## config.mk

```make
export PLATFORM = sky130hd
export DESIGN_NAME = gcs_merge
export DESIGN_NICKNAME = d
export VERILOG_FILES = /design/src/rtl/gcs_pkg.sv /design/src/rtl/gcs_merge.sv
export SDC_FILE = /design/constraint.sdc
export NUM_CORES = 1
export LEC_CHECK = 0
export BUFFER_PORTS_ARGS = -buffer_cell sky130_fd_sc_hd__buf_4
export CORE_AREA = 2 2 158 98
export CTS_CLUSTER_SIZE = 10
export DETAILED_ROUTE_END_ITERATION = 8
export DIE_AREA = 0 0 160 100
export MAX_ROUTING_LAYER = met4
export PLACE_DENSITY = 0.95
export SYNTH_ARGS = -nofsm -noshare
export SYNTH_HDL_FRONTEND = slang
export SYNTH_SLANG_ARGS = --single-unit
```

## constraint.sdc

```tcl
create_clock -name clk -period 1.2 [get_ports clk]
set_clock_uncertainty 0.1 [all_clocks]
set_input_delay 0.18 -clock clk [delete_from_list [all_inputs] [get_ports clk]]
set_output_delay 0.18 -clock clk [all_outputs]
set_load 0.02 [all_outputs]
```

## src/rtl/gcs_pkg.sv

```systemverilog
// ----------------------------------------------------------------------------
// gcs_pkg
// Types, constants and helpers for the Christoffel symbol stencil.
// ----------------------------------------------------------------------------
package gcs_pkg;

    localparam int DEF_MAX_ROW_CELLS = 256;
    localparam int DEF_MAX_ROWS      = 1024;
    localparam int DEF_FRACTION_BITS = 16;

    localparam int WORD_W      = 32;
    localparam int ROW_OUT_W   = 10;
    localparam int COL_OUT_W   = 8;
    localparam int STEP_W      = 31;
    localparam int ROWCNT_W    = 11;
    localparam int COLCNT_W    = 9;
    localparam int CFG_IDX_W   = 2;
    localparam int NUM_COMP    = 6;
    localparam int TERM_W      = WORD_W + 2;
    localparam int SPROD_W     = WORD_W + TERM_W;
    localparam int SSUM_W      = SPROD_W + 2;

    // Configuration register indexes
    localparam logic [CFG_IDX_W-1:0] REG_ROW_COUNT   = 2'd0;
    localparam logic [CFG_IDX_W-1:0] REG_COL_COUNT   = 2'd1;
    localparam logic [CFG_IDX_W-1:0] REG_INV_RADIAL  = 2'd2;
    localparam logic [CFG_IDX_W-1:0] REG_INV_ANGULAR = 2'd3;

    localparam logic [ROWCNT_W-1:0] ROW_COUNT_RESET = 11'd3;
    localparam logic [COLCNT_W-1:0] COL_COUNT_RESET = 9'd3;
    localparam logic [STEP_W-1:0]   STEP_RESET      = 31'd65536;

    // Axis codes for derivatives
    localparam logic AXIS_RADIAL  = 1'b0;
    localparam logic AXIS_ANGULAR = 1'b1;

    typedef logic signed [WORD_W-1:0] word_t;
    typedef logic [NUM_COMP-1:0][WORD_W-1:0] comp_vec_t;

    typedef struct packed {
        logic signed [WORD_W-1:0] metric_rr;
        logic signed [WORD_W-1:0] metric_rt;
        logic signed [WORD_W-1:0] metric_rp;
        logic signed [WORD_W-1:0] metric_tt;
        logic signed [WORD_W-1:0] metric_tp;
        logic signed [WORD_W-1:0] metric_pp;
        logic signed [WORD_W-1:0] inverse_rr;
        logic signed [WORD_W-1:0] inverse_rt;
        logic signed [WORD_W-1:0] inverse_rp;
        logic signed [WORD_W-1:0] inverse_tt;
        logic signed [WORD_W-1:0] inverse_tp;
        logic signed [WORD_W-1:0] inverse_pp;
    } in_beat_t;

    typedef struct packed {
        logic [ROW_OUT_W-1:0]     cell_row;
        logic [COL_OUT_W-1:0]     cell_column;
        logic [1:0]               upper_index;
        logic [1:0]               lower_first;
        logic [1:0]               lower_second;
        logic signed [WORD_W-1:0] symbol_value;
        logic                     saturated;
        logic                     last_of_cell;
    } out_beat_t;

    // Tag that travels alongside one symbol through the pipeline
    typedef struct packed {
        logic                 valid;
        logic [ROW_OUT_W-1:0] cell_row;
        logic [COL_OUT_W-1:0] cell_column;
        logic [1:0]           k;
        logic [1:0]           i;
        logic [1:0]           j;
        logic                 dclip;
        logic                 last;
    } sym_tag_t;

    // Component slot of symmetric index pair (a, b)
    function automatic logic [2:0] comp_of(input logic [1:0] a, input logic [1:0] b);
        logic [1:0] lo;
        logic [1:0] hi;
        logic [2:0] res;
        lo = (a < b) ? a : b;
        hi = (a < b) ? b : a;
        case ({lo, hi})
            4'b0000: res = 3'd0;
            4'b0001: res = 3'd1;
            4'b0010: res = 3'd2;
            4'b0101: res = 3'd3;
            4'b0110: res = 3'd4;
            default: res = 3'd5;
        endcase
        return res;
    endfunction

endpackage

```

## src/rtl/gcs_merge.sv

```systemverilog
// ----------------------------------------------------------------------------
// gcs_merge
// Sum the lane products, shift out the fraction bits and halve with floor, saturate and hold the output beat.
// ----------------------------------------------------------------------------
module gcs_merge
    import gcs_pkg::*;
#(
    parameter int FRACTION_BITS = DEF_FRACTION_BITS
)
(
    input  logic                      clk,
    input  logic                      rst_n,
    input  logic                      adv,
    input  sym_tag_t                  tag,
    input  logic signed [SPROD_W-1:0] p0,
    input  logic signed [SPROD_W-1:0] p1,
    input  logic signed [SPROD_W-1:0] p2,
    output logic                      valid,
    output out_beat_t                 beat
);

    logic signed [SSUM_W-1:0] sum;
    logic signed [SSUM_W-1:0] shifted;
    logic                     fits;
    word_t                    sat_val;
    logic                     valid_reg;
    out_beat_t                beat_reg;

    always_comb
    begin
        sum     = SSUM_W'(p0) + SSUM_W'(p1) + SSUM_W'(p2);
        shifted = sum >>> (FRACTION_BITS + 1);
        fits    = (&shifted[SSUM_W-1:31]) || !(|shifted[SSUM_W-1:31]);
        if (fits)
        begin
            sat_val = shifted[31:0];
        end
        else if (shifted[SSUM_W-1])
        begin
            sat_val = {1'b1, {(WORD_W-1){1'b0}}};
        end
        else
        begin
            sat_val = {1'b0, {(WORD_W-1){1'b1}}};
        end
    end

    always_ff @(posedge clk or negedge rst_n)
    begin
        if (!rst_n)
        begin
            valid_reg <= 1'b0;
        end
        else if (adv)
        begin
            valid_reg <= tag.valid;
        end
    end

    always_ff @(posedge clk)
    begin
        if (adv)
        begin
            beat_reg.cell_row     <= tag.cell_row;
            beat_reg.cell_column  <= tag.cell_column;
            beat_reg.upper_index  <= tag.k;
            beat_reg.lower_first  <= tag.i;
            beat_reg.lower_second <= tag.j;
            beat_reg.symbol_value <= sat_val;
            beat_reg.saturated    <= tag.dclip | !fits;
            beat_reg.last_of_cell <= tag.last;
        end
    end

    assign valid = valid_reg;
    assign beat  = beat_reg;

endmodule

```

==> summary.txt, run 1 <==
Synthesis
  – Adder-Cell Fraction of Synth Area: 26.52%
  – Synth Area per Inst: between 8 and 9 sq um
  – Main combinational cell family by area after synthesis: adder cells
  – Ys async rst share: 1.695%
  – Post-synth EDFFs: 58
  – Synth Instances: 895
  – Synth Area in Compound Gates: slightly above 20%
  – Proportion of synthesized area in mux cells: 4.041%
  – Seq cells post-synth: a little under 60
  – Mapped Nets: 1254
  – Share of the synthesized area in the top cell type: between 20% and 30%
  – Ys flop type: edfxtp_1
  – Synth Area in Simple Gates: 15.34%
  – Seq/Total Area, Yosys: 22.03%
  – Top cells by area, synth: edfxtp_1, fa_1, ha_1
  – Cell variety after synth: 78
  – Synth warn: 0
  – Synth cell count leaders: a21oi_1, inv_1, nand2_1, ha_1, fa_1
  – Cell with the most instances after synthesis: a21oi_1
  – Mapped cell area: ~0.008 sq mm
  – Post-Synth XOR/XNOR Area: 5.242%
  – Leading area contributor after synthesis: edfxtp_1

Clock network
  – CTS H-tree depth: 3
  – Clock sink count: 59
  – Cts bufs inserted: 9
  – Clk buf depth: 2
  – Clock Tree Root: clkbuf_16

Floorplan
  – # rows: 35
  – IO Pins: roughly 290
  – Die height: 100 um
  – Die Width: around 160 um
  – Initial Util: ~54%

Placement
  – Gpl congestion: 1.131
  – Dpl hpwl: 26720 um
  – Port bufs: 286
  – Post-place setup slack: -3.652 ns

GRT
  – Largest net degree at the start of global routing: 23

Status
  – Stop stage: global routing
  – Error: [ERROR DPL-0038] Utilization greater than 100%, impossible to legalize
  – Run status: stopped before the end
cell families after synthesis:
family	Yosys count
flops	59
xor+xnor	48
fa+ha+maj	131
mux	32
compound gates	263
buf+inv	116
simple gates	246
timing repair:
action	CTS
setup endpoints to repair	34
pin swaps	53
gates cloned	2
hold endpoints to repair	26
hold buffers	26
setup buffers	48
resized for setup	152
metrics by stage:
step           std cells  utilization (%)  area, sq um  hold slack, ns
2_1_floorplan        895                -         8217         -0.2156
3_5_place_dp        1611            84.05        12440         -0.1424
4_1_cts             1702            95.03        14070        0.004849
3_3_place_gp        1611            84.05        12440         -0.1451
==> inputs of run 2 (changes only) <==
CORE_AREA = 2 2 145 147   (was 2 2 158 98)
CTS_CLUSTER_SIZE = default   (was 10)
DIE_AREA = 0 0 147 149   (was 0 0 160 100)
MAX_ROUTING_LAYER = default   (was met4)
PLACE_DENSITY = default   (was 0.95)
PLACE_DENSITY_LB_ADDON = 0.15   (was default)
==> summary.txt, run 2 <==
STA
  – Least-Margin Pin Slew: 0.5382 ns
  – Fin crit share: 362.2%
  – Finish-stage setup viols: 34
  – Slew margin rel.: 63.96%
  – Final WS setup: -3.147 ns
  – Minimum clock period: approximately 4.3 ns
  – Final hold slack: 0.02860 ns
  – Fin. max-slew vios: 0
  – F_max: between 200 and 250 MHz
  – RSZ-0062 raised after global routing: yes
  – Fin. Hold Viols: 0

Floorplan
  – Die height: 149 um (+49%)
  – # rows: 53 (+51%)
  – Die area: 0.02190 sq mm
  – CORE AREA: 0.02056 sq mm
  – Initial Util: 39.01% (-15 points)
  – IO Pins: 287 (unchanged)
  – Die Width: 147 um (-8.1%)

Status
  – Failing checks: negative setup slack
  – Run status: finished, violations left

Synthesis
  – Synth cell count leaders: a21oi_1, inv_1, nand2_1, ha_1, fa_1
  – Cell with the most instances after synthesis: a21oi_1
  – Cell variety after synth: 78 (unchanged)
  – Ys flop type: edfxtp_1
  – Mapped Nets: 1254 (unchanged)
  – Synth Area per Inst: 8.961 sq um (unchanged)
  – Leading area contributor after synthesis: edfxtp_1
  – Share of the synthesized area in the top cell type: 21.72% (unchanged)
  – Post-synth EDFFs: 58 (unchanged)
  – Mapped cell area: 0.008020 sq mm (unchanged)
  – Synth warn: 0 (unchanged)
  – Seq/Total Area, Yosys: 22.03% (unchanged)
  – Seq cells post-synth: 59 (unchanged)
  – Top cells by area, synth: edfxtp_1, fa_1, ha_1
  – Ys async rst share: 1.695% (unchanged)
  – Synth Instances: 895 (unchanged)

Power and ir drop
  – Power per cell area: 1240 mW/mm^2
  – Pleak: about 6.5 nW
  – VDD IR max: between 0.6 and 0.7 mV

Setup path
  – CP Capture Type: register
  – Critical path class: input pin to register
  – Worst setup SP type: input pin
  – CP Data Required Time: 1.26 ns
  – WP data arrival: 4.41 ns
  – Worst-path fanout max: 6

Placement
  – Gpl congestion: 0.8816 (-22%)
  – Dpl hpwl: 24100 um (-9.8%)
  – Placed Area: 0.01281 sq mm (+2.9%)
  – Port bufs: 286 (unchanged)

Cells and area
  – Commonest non-fill, non-tap cell in the layout: buf_4
  – Area Overhead vs Synth: 78.03%
  – Fraction of final layout cells sized beyond drive strength 1: between 40% and 50%
  – Final instance area: 0.01428 sq mm
  – Largest register FFs: between 50 and 60
  – Most frequent cells in the layout: buf_4, a21oi_1, inv_1
  – # diodes: 0
  – Final #Nets: ~1900

Clock network
  – Clock sink count: 59 (unchanged)
  – Clock transition at path regs: 0.06 ns
  – CTS tree: done
  – CTS H-tree depth: 3 (unchanged)
  – Clock latency on the worst-skew pair: 0.33 ns
  – Clock Tree Root: clkbuf_16
  – Clk buf depth: 2 (unchanged)
  – Cts bufs inserted: 9 (unchanged)

GRT
  – Largest net degree at the start of global routing: 24
  – Initial antenna violation count: 0
  – Tot GR Track Use: 26.90%
  – Final global-route overflow total: 0
  – First-pass GRT wire length: 47310 um
  – Vias in the first global route: 9579

Routing
  – TritonRoute pass-1 iters: 5
  – Avg WL per Cell: 17.25 um
  – Final WL: 30850 um
  – Final ANT Viol Nets: 0
  – DR vias: between 9000 and 10000
  – DRT iter0 DRCs: ~420
  – Vias per cell: 5.121
  – DR DRC count: 0

Min path
  – Hold crit path type: input pin to register

Flow run
  – Maxcap violations: 0
run 2: cell counts after synthesis:
Identical to the previous run, type by type.
run 2: cell type report:
| cell class | count | area [sq um] |
|---|---|---|
| multi-input combinational | 720 | 6535 |
| fill | 1666 | 6279 |
| timing repair buffer | 631 | 5027 |
| sequential | 59 | 1767 |
| tap | 275 | 344.1 |
| inverter | 87 | 334.1 |
| clock buffer | 10 | 229.0 |
| clock inverter | 6 | 42.54 |
run 2: final timing paths:
check                        from       end  slack [ns]  cells after the start
min in group asynchronous   rst_n     valid        0.08                      2
setup reg to reg            valid     valid        0.36                      1
setup / recovery            p2[4]  beat[19]       -3.15                     24
max in group asynchronous   rst_n     valid        0.84                      2
hold / removal             tag[1]   beat[1]        0.03                      2
hold reg to reg             valid     valid        0.42                      1
run 2: through the flow:
stage	worst slack [ns]	cells	power, mW	TNS, ns	util (%)
finish	-3.147	1788	17.71	-99.91	69.46
global route	-3.290	1788	18.85	-105.10	69.46
CTS	-3.002	1779	16.99	-97.17	67.71
detailed placement	-3.862	1718	13.94	-124.13	62.29
global placement	-3.841	1718	13.89	-124.66	62.29
floorplan	-2.823	895	8.265	-90.32	-
run 2: cell families (layout without fill, tap and decap cells):
family,after synthesis,count (layout),synth area share (%)
xor gates and xnor gates,48,48,5.242
muxes,32,32,4.041
DFF,59,59,22.03
AOI/OAI and AO/OA,263,263,20.76
adders and majority gates,131,131,26.52
buffers and inverters,116,734,6.068
and+or+nand+nor,246,246,15.34
run 2: power breakdown:
part | internal [mW] | switching (mW)
logic | 6.34 | 6.20
clock network | 1.40 | 0.977
registers | 2.68 | 0.112
total | 10.4 | 7.29
run 2: timing repair:
action                                  4_1_cts  5_1_grt
hold buffers                                 27        0
gates cloned                                  3        0
setup buffers                                15       11
resized for setup                            73       76
pin swaps                                    31       30
hold endpoints to repair                     27        0
endpoints found under the setup margin       35       34
run 2: worst max-delay path, cell delays in order:
cell,delay [ns]
buf_6,0.07
inv_2,0.03
fa_1,0.53
inv_1,0.05
ha_1,0.30
nand4b_1,0.14
o22ai_2,0.23
buf_4,0.16
a41oi_4,0.14
buf_6,0.16
nand2_2,0.06
a31oi_1,0.10
buf_4,0.17
o41ai_4,0.20
buf_4,0.20
a41oi_4,0.12
xnor2_2,0.21
and4_1,0.22
nand2_2,0.07
o41ai_4,0.34
buf_6,0.21
buf_4,0.14
buf_12,0.12
mux2i_2,0.24
run 2: routing by layer:
| metal | vias to the layer above | share of wire, % | global-route usage, % | routed length [um] |
|---|---|---|---|---|
| met5 | - | 0 | 0 | 0 |
| met4 | 0 | 1.6 | 5.817 | 493 |
| met3 | 28 | 4.6 | 2.355 | 1404 |
| met2 | 295 | 53 | 51.69 | 16450 |
| met1 | 4360 | 41 | 32.72 | 12500 |
| li1 | 4473 | - | - | - |
No activity file was read; power rests on OpenSTA's default activity.
